`src/wgm_pkg.sv`:
```
// Shared constants and types for the wildcard glob matcher.
`default_nettype none

package wgm_pkg;

    localparam int MAX_PATTERN_DEF = 64;
    localparam int SYM_W           = 8;

    localparam logic [SYM_W-1:0] STAR_BYTE = 8'h2A;
    localparam logic [SYM_W-1:0] ANY_BYTE  = 8'h3F;

    typedef struct packed {
        logic             text_step;
        logic             use_empty;
        logic             wr_en;
        logic             wr_lead;
        logic [SYM_W-1:0] sym;
    } cell_ctrl_t;

endpackage

`default_nettype wire

```
`src/wgm_cell.sv`:
```
// One pattern position: stored byte, leading-star mark and its match bit.
`default_nettype none

module wgm_cell #(
    parameter int IDX   = 0,
    parameter int LEN_W = 7
) (
    input  wire                      aclk,
    input  wire wgm_pkg::cell_ctrl_t ctrl,
    input  wire  [LEN_W-1:0]         len,
    input  wire  [LEN_W-1:0]         wr_idx,
    input  wire                      prev_next,
    input  wire                      left_cur,
    output logic                     next_out,
    output logic                     cur_out,
    output logic                     last_hit
);

    logic [wgm_pkg::SYM_W-1:0] pat_reg;
    logic                      lead_reg;
    logic                      row_reg;

    logic active;
    logic is_last;
    logic is_star;
    logic sym_hit;

    always_comb begin
        active   = LEN_W'(IDX) < len;
        is_last  = LEN_W'(IDX + 1) == len;
        is_star  = pat_reg == wgm_pkg::STAR_BYTE;
        sym_hit  = (pat_reg == wgm_pkg::ANY_BYTE) || (pat_reg == ctrl.sym);
        cur_out  = ctrl.use_empty ? (active & lead_reg) : row_reg;
        next_out = active & (is_star ? (prev_next | cur_out) : (sym_hit & left_cur));
        last_hit = is_last & next_out;
    end

    always_ff @(posedge aclk) begin
        if (ctrl.text_step) begin
            row_reg <= next_out;
        end
        if (ctrl.wr_en && (wr_idx == LEN_W'(IDX))) begin
            pat_reg  <= ctrl.sym;
            lead_reg <= ctrl.wr_lead;
        end
    end

endmodule

`default_nettype wire

```
`src/wgm_row.sv`:
```
// Row of pattern cells chained through the match recurrence.
`default_nettype none

module wgm_row #(
    parameter int MAX_PATTERN = wgm_pkg::MAX_PATTERN_DEF,
    parameter int LEN_W       = 7
) (
    input  wire                      aclk,
    input  wire wgm_pkg::cell_ctrl_t ctrl,
    input  wire  [LEN_W-1:0]         len,
    input  wire  [LEN_W-1:0]         wr_idx,
    output logic                     hit
);

    logic [MAX_PATTERN:0]   next_chain;
    logic [MAX_PATTERN:0]   cur_chain;
    logic [MAX_PATTERN-1:0] last_hits;

    // entry zero: set in the empty-text row, cleared by any text byte
    assign next_chain[0] = 1'b0;
    assign cur_chain[0]  = ctrl.use_empty;

    for (genvar k = 0; k < MAX_PATTERN; k++) begin : g_cell
        wgm_cell #(
            .IDX   (k),
            .LEN_W (LEN_W)
        ) u_cell (
            .aclk      (aclk),
            .ctrl      (ctrl),
            .len       (len),
            .wr_idx    (wr_idx),
            .prev_next (next_chain[k]),
            .left_cur  (cur_chain[k]),
            .next_out  (next_chain[k+1]),
            .cur_out   (cur_chain[k+1]),
            .last_hit  (last_hits[k])
        );
    end

    assign hit = |last_hits;

endmodule

`default_nettype wire

```
`src/wildcard_glob_matcher.sv`:
```
// Top level of the wildcard glob matcher: stream ports, pattern control, output register.
//
// Input beats carry a pattern byte (tuser[0] = 0) or a text byte (tuser[0] = 1) in
// s_tdata; tuser[1] marks the first byte of a new pattern or a new text. '*' matches
// any run of bytes, '?' any one byte. Every input beat yields one output beat:
// m_tdata[0] says whether the text so far matches the whole pattern (for a pattern
// beat, the empty text), m_tdata[1] is the sticky flag that a pattern byte was
// dropped because all MAX_PATTERN cells were full.
// One beat per cycle is accepted while s_tready is high; the whole cell row updates in the
// accepting cycle through the neighbor-to-neighbor star chain, and the result appears in the
// output register in the cycle after acceptance. The output register lets a new beat in while
// the held result is taken in the same cycle; while the receiver stalls with a result
// held, s_tready is low. Reset (aresetn low, synchronous) empties the pattern, clears
// the overflow flag and the output valid flag (the output data is not reset); stored
// pattern bytes are not cleared and are never read before they are written.
`default_nettype none

module wildcard_glob_matcher #(
    parameter int MAX_PATTERN = wgm_pkg::MAX_PATTERN_DEF
) (
    input  wire         aclk,
    input  wire         aresetn,
    input  wire         s_tvalid,
    output logic        s_tready,
    input  wire  [7:0]  s_tdata,   // [7:0] symbol
    input  wire  [1:0]  s_tuser,   // [0] action, [1] first
    output logic        m_tvalid,
    input  wire         m_tready,
    output logic [7:0]  m_tdata    // [0] matched, [1] overflow, [7:2] zero
);

    localparam int LEN_W = $clog2(MAX_PATTERN + 1);

    logic [LEN_W-1:0] len_reg, len_next;
    logic [LEN_W-1:0] ls_reg, ls_next;
    logic             ov_reg, ov_next;
    logic             fresh_reg, fresh_next;
    logic             m_valid_reg, m_valid_next;
    logic [1:0]       m_data_reg, m_data_next;

    logic             accept;
    logic             action;
    logic             first;
    logic [LEN_W-1:0] len_eff;
    logic [LEN_W-1:0] ls_eff;
    logic             ov_eff;
    logic             room;
    logic             lead;
    logic             hit;

    wgm_pkg::cell_ctrl_t ctrl;

    assign s_tready = !m_valid_reg || m_tready;
    assign accept   = s_tvalid && s_tready;
    assign action   = s_tuser[0];
    assign first    = s_tuser[1];

    always_comb begin
        len_eff = first ? '0 : len_reg;
        ls_eff  = first ? '0 : ls_reg;
        ov_eff  = first ? 1'b0 : ov_reg;
        room    = len_eff < LEN_W'(MAX_PATTERN);
        lead    = (s_tdata == wgm_pkg::STAR_BYTE) && (ls_eff == len_eff);

        ctrl.text_step = accept && action;
        ctrl.use_empty = fresh_reg || first;
        ctrl.wr_en     = accept && !action && room;
        ctrl.wr_lead   = lead;
        ctrl.sym       = s_tdata;
    end

    wgm_row #(
        .MAX_PATTERN (MAX_PATTERN),
        .LEN_W       (LEN_W)
    ) u_row (
        .aclk   (aclk),
        .ctrl   (ctrl),
        .len    (len_reg),
        .wr_idx (len_eff),
        .hit    (hit)
    );

    always_comb begin
        len_next     = len_reg;
        ls_next      = ls_reg;
        ov_next      = ov_reg;
        fresh_next   = fresh_reg;
        m_data_next  = m_data_reg;
        m_valid_next = m_valid_reg && !m_tready;
        if (accept) begin
            m_valid_next = 1'b1;
            if (!action) begin
                len_next   = room ? len_eff + LEN_W'(1) : len_eff;
                ls_next    = (room && lead) ? ls_eff + LEN_W'(1) : ls_eff;
                ov_next    = room ? ov_eff : 1'b1;
                fresh_next = 1'b1;
                // empty text matches only an all-star pattern
                m_data_next = {ov_next, ls_next == len_next};
            end else begin
                fresh_next  = 1'b0;
                m_data_next = {ov_reg, hit};
            end
        end
    end

    always_ff @(posedge aclk) begin
        if (!aresetn) begin
            len_reg     <= '0;
            ls_reg      <= '0;
            ov_reg      <= 1'b0;
            fresh_reg   <= 1'b1;
            m_valid_reg <= 1'b0;
        end else begin
            len_reg     <= len_next;
            ls_reg      <= ls_next;
            ov_reg      <= ov_next;
            fresh_reg   <= fresh_next;
            m_valid_reg <= m_valid_next;
        end
        m_data_reg <= m_data_next;
    end

    assign m_tvalid = m_valid_reg;
    assign m_tdata  = {6'b0, m_data_reg};

`ifndef ASSERT_OFF
    a_ls_le_len: assert property (@(posedge aclk) disable iff (!aresetn)
        ls_reg <= len_reg)
        else $error("leading star count exceeds pattern length");

    a_len_cap: assert property (@(posedge aclk) disable iff (!aresetn)
        len_reg <= LEN_W'(MAX_PATTERN))
        else $error("pattern length beyond capacity");

    a_first_clears_ov: assert property (@(posedge aclk) disable iff (!aresetn)
        accept && !action && first |=> m_tvalid && !m_tdata[1])
        else $error("new pattern did not clear overflow");

    a_text_fresh: assert property (@(posedge aclk) disable iff (!aresetn)
        accept && action |=> m_tvalid && !fresh_reg)
        else $error("text beat left empty-row state set");
`endif

endmodule

`default_nettype wire

```
`config.mk`:
```
export PLATFORM = sky130hd
export DESIGN_NAME = wildcard_glob_matcher
export DESIGN_NICKNAME = d
export VERILOG_FILES = /design/src/wgm_pkg.sv /design/src/wgm_cell.sv /design/src/wgm_row.sv /design/src/wildcard_glob_matcher.sv
export SDC_FILE = /design/constraint.sdc
export NUM_CORES = 1
export LEC_CHECK = 0
export ABC_CLOCK_PERIOD_IN_PS = 100600
export BUFFER_PORTS_ARGS = -buffer_cell sky130_fd_sc_hd__clkbuf_2
export CELL_PAD_IN_SITES_DETAIL_PLACEMENT = 0
export CELL_PAD_IN_SITES_GLOBAL_PLACEMENT = 2
export CORE_MARGIN = 2
export CORE_UTILIZATION = 40
export DETAILED_ROUTE_END_ITERATION = 7
export HOLD_SLACK_MARGIN = 0.08
export PLACE_DENSITY_LB_ADDON = 0.1
export SYNTH_ARGS = -nofsm -noshare
export SYNTH_HDL_FRONTEND = slang
export SYNTH_HIERARCHICAL = 1
export SYNTH_SLANG_ARGS = --single-unit
```
`constraint.sdc`:
```
create_clock -name aclk -period 100.6 [get_ports aclk]
set_clock_uncertainty 0.2 [all_clocks]
set_input_delay 20.12 -clock aclk [delete_from_list [all_inputs] [get_ports aclk]]
set_output_delay 20.12 -clock aclk [all_outputs]
set_load 0.02 [all_outputs]
```
==> flow_summary.ini <==
[power]
pwr-share-seq = 0.483
power.static_leakage_nw = 13.5
total_power_uw = 628
power_density_nw_per_um2 = 15.2
irDropWorstVdd_uv = 12.0
combPwrFrac = 0.071
clock_network_power_share = 0.446
netSwitchingFraction = 0.235
internal_power_uw = 480
p_switching_uw = 148

[floorplan]
fp-row-count = 110
initial_utilization = 0.404
die_w_um = 305
design.portCount = 24
die-height_um = 305
area_of_the_core_region_um2 = 90000
floorplan.die_area_um2 = 93300

[min_path]
min-delay-path-class = reg -> reg
holdPathStages = 2
min_from = ov_reg$_SDFFE_PN0P_
holdPathEnd = ov_reg$_SDFFE_PN0P_

[yosys]
synthesis_warning_total = 6
synth_seq_cells = 659
post-synth-top-area-cell = sky130_fd_sc_hd__edfxtp_1
synthFlopType = sky130_fd_sc_hd__edfxtp_1
synthesis.area_per_instance_um2 = 12.5
synth_area_um2 = 36300
post_synth_num_cell_types = 114
postSynthCellCount = 2910
synth-seq-area-share = 0.540
synth.top_cell.area_share = 0.531
asyncSetResetFlopFracSynth = 0
synth_enable_flop_cells = 642
synth.area.top_cells = sky130_fd_sc_hd__edfxtp_1, sky130_fd_sc_hd__xor2_1, sky130_fd_sc_hd__nor4_2, sky130_fd_sc_hd__xnor2_1, sky130_fd_sc_hd__nor4_1

[global_routing]
grt_pass1_vias = 26198
grt_pass1_wl_um = 164000
grt_start_max_net_pins = 90
grt_util_all_layers = 0.229
grt_remaining_overflow = 0
grt_antenna_before_repair = 3

[timing]
max_slew_margin = 0.249
finalSetupViolations = 0
final_period_minus_worst_setup_slack_ns = 55.52
worst_hold_slack_ns = 0.288
grt_setup_unrepaired = false
slew_viol_final = 0
final.period_utilization = 0.552
worst_pin_slew_ns = 1.12
setup-tns-final_ns = 0
max_freq_ghz = 0.0180
report.final.hold_viol_count = 0

[clocking]
post-cts-setup-buffer-count = 0
ctsHoldBuffers = 0
cts_root_buf = sky130_fd_sc_hd__clkbuf_16
tritoncts_num_sinks = 659
cts_made_buffers = 79
clkSlewWorstSetupHoldPaths_ns = 0.06
cts_tree = yes
htree_levels = 3
cts_resized = 0
max-clock-path-buffers = 3
clk-insertion-delay-late_ns = 0.63

[drt]
drt_pass1_iterations = 5
first_iter_violations = 1850
via_count = 25853
routed_wl_um = 109000
drt-vias-per-instance = 5.99
wl_per_cell_um = 25.1
remaining_drc_errors = 0
drtAntennaViolNets = 0

[place]
numPortBuffers = 17
detailed_place_hpwl_um = 65600
place_congestion = 0.843

[setup_path]
worst_setup_path_end_kind = register
r2r_path_end = m_data_reg[0]$_DFFE_PP_
cp_max_fo = 33
max_stage_delay_ns = 0.49
criticalPathCategory = in -> reg
timing.reg2reg.worst_path_depth = 211
setup.worst_path.start_class = primary input
cp_data_arrival_time_ns = 55.77
worst_path_max_delay_cell = sky130_fd_sc_hd__nor4_1
worst_r2r_startpoint = len_reg[1]$_SDFFE_PN0P_
ff2ff_setup_slack_ns = 64.54
critical-path-top-cell-by-count = sky130_fd_sc_hd__mux2i_1
wp_data_required_ns = 100.85
critPathLaunch = s_tuser[1]

[run]
drv.max_cap_violation_count = 0

[layout]
layout-drive-gt1-share = 0.148
nNetsFinal = 3091
multi_input_gate_area_um2 = 16600
largest_register_ffs = 512
area_growth_pct = 13.4
n_fill_cell = 8155
ff_latch_area_um2 = 19600

[status]
status = complete, no violations
[critical path: cells and delay by family]
family | cells | cell delay, ns
mux | 24 | 2.23
simple gates | 86 | 19.25
buf+inv | 15 | 1.45
compound gates | 87 | 12.58
[power by group through the flow]
stage	sequential, mW	combinational (mW)	clock (mW)
3_3_place_gp	0.309	0.0446	0
2_1_floorplan	0.310	0.0218	0
5_1_grt	0.303	0.0486	0.298
4_1_cts	0.303	0.0452	0.288
3_5_place_dp	0.309	0.0449	0
6_report	0.303	0.0447	0.280
[how the worst max path moves through the flow]
stage	endpoint	slack [ns]	cells past startpoint
5_1_grt	m_data_reg[0]$_DFFE_PP_	41.76	213
4_1_cts	m_data_reg[0]$_DFFE_PP_	45.64	213
2_1_floorplan	m_data_reg[0]$_DFFE_PP_	47.84	213
6_report	m_data_reg[0]$_DFFE_PP_	45.08	212
3_3_place_gp	m_data_reg[0]$_DFFE_PP_	46.62	212
3_5_place_dp	m_data_reg[0]$_DFFE_PP_	45.16	213
[layer usage]
layer	global-route usage	vias up	part of all wire
met5	0	-	0.00012
met4	0.0558	2	0.016
met3	0.0302	116	0.044
met2	0.383	646	0.48
met1	0.315	13247	0.46
li1	-	11842	-
[layout by cell type, fill, tap and decap left out, types with 33 or more instances in the layout]
cell type and count:
sky130_fd_sc_hd__xnor2_1 95, sky130_fd_sc_hd__nor4_1 101, sky130_fd_sc_hd__nand3_1 101, sky130_fd_sc_hd__nand2b_1 49
sky130_fd_sc_hd__o21ai_0 64, sky130_fd_sc_hd__nor3_1 102, sky130_fd_sc_hd__nand2_1 145, sky130_fd_sc_hd__nor2_1 114
sky130_fd_sc_hd__xor2_1 431, sky130_fd_sc_hd__inv_1 57, sky130_fd_sc_hd__edfxtp_1 642, sky130_fd_sc_hd__and4bb_2 47
sky130_fd_sc_hd__o211a_1 35, sky130_fd_sc_hd__a21oi_1 100, sky130_fd_sc_hd__clkbuf_16 83, sky130_fd_sc_hd__nand4_1 66
sky130_fd_sc_hd__buf_4 72, sky130_fd_sc_hd__nor4b_1 33, sky130_fd_sc_hd__and3_1 41, sky130_fd_sc_hd__nor4_2 87
sky130_fd_sc_hd__nand4b_1 46, sky130_fd_sc_hd__nand4bb_1 38
[metrics by stage]
stage / setup WS (ns) / cells / util / area (um2)
floorplan: 47.84 / 2915 / - / 36400
global placement: 46.62 / 4170 / 0.430 / 38700
detailed placement: 45.16 / 4170 / 0.430 / 38700
CTS: 45.64 / 4316 / 0.458 / 41200
global route: 41.76 / 4316 / 0.458 / 41200
finish: 45.08 / 4318 / 0.458 / 41200
[final cells by class]
type / count / share of cell area
Sequential cell: 659 / 0.477
Multi-Input combinational cell: 2182 / 0.402
Clock buffer: 102 / 0.0526
Tap cell: 1176 / 0.0357
Timing Repair Buffer: 94 / 0.0188
Clock inverter: 44 / 0.00850
Inverter: 59 / 0.00537
Antenna cell: 2 / 0.000121
[Yosys cell counts (17+ instances only)]
cell,number
sky130_fd_sc_hd__a21oi_1,101
sky130_fd_sc_hd__nor4_1,112
sky130_fd_sc_hd__nor4_2,76
sky130_fd_sc_hd__nand3_1,101
sky130_fd_sc_hd__nand2b_1,49
sky130_fd_sc_hd__a32oi_1,22
sky130_fd_sc_hd__nor4b_1,33
sky130_fd_sc_hd__o21ai_0,64
sky130_fd_sc_hd__and4b_1,18
sky130_fd_sc_hd__nand4_1,66
sky130_fd_sc_hd__nand4b_1,46
sky130_fd_sc_hd__mux2i_1,26
sky130_fd_sc_hd__nand3b_1,26
sky130_fd_sc_hd__nand4bb_1,38
sky130_fd_sc_hd__edfxtp_1,642
sky130_fd_sc_hd__nand2_1,145
sky130_fd_sc_hd__nor4bb_1,17
sky130_fd_sc_hd__xor2_1,431
sky130_fd_sc_hd__o211a_1,35
sky130_fd_sc_hd__nor2_1,119
sky130_fd_sc_hd__dfxtp_1,17
sky130_fd_sc_hd__nor3_1,102
sky130_fd_sc_hd__or4_1,18
sky130_fd_sc_hd__a31oi_1,26
sky130_fd_sc_hd__or3_1,23
sky130_fd_sc_hd__xnor2_1,95
sky130_fd_sc_hd__and4bb_2,47
sky130_fd_sc_hd__inv_1,57
sky130_fd_sc_hd__and3_1,41
sky130_fd_sc_hd__nor2b_1,28
[cell families after synthesis]
logic type	Yosys count	synth area share
xor gates and xnor gates	526	0.127
muxes	27	0.00747
DFF	659	0.540
AOI/OAI and AO/OA	404	0.0827
and+or+nand+nor	1216	0.234
buffers and inverters	74	0.00840
adders and majority gates	2	0.000689
other	2	0.000207
Power figures use the tool's default switching activity.
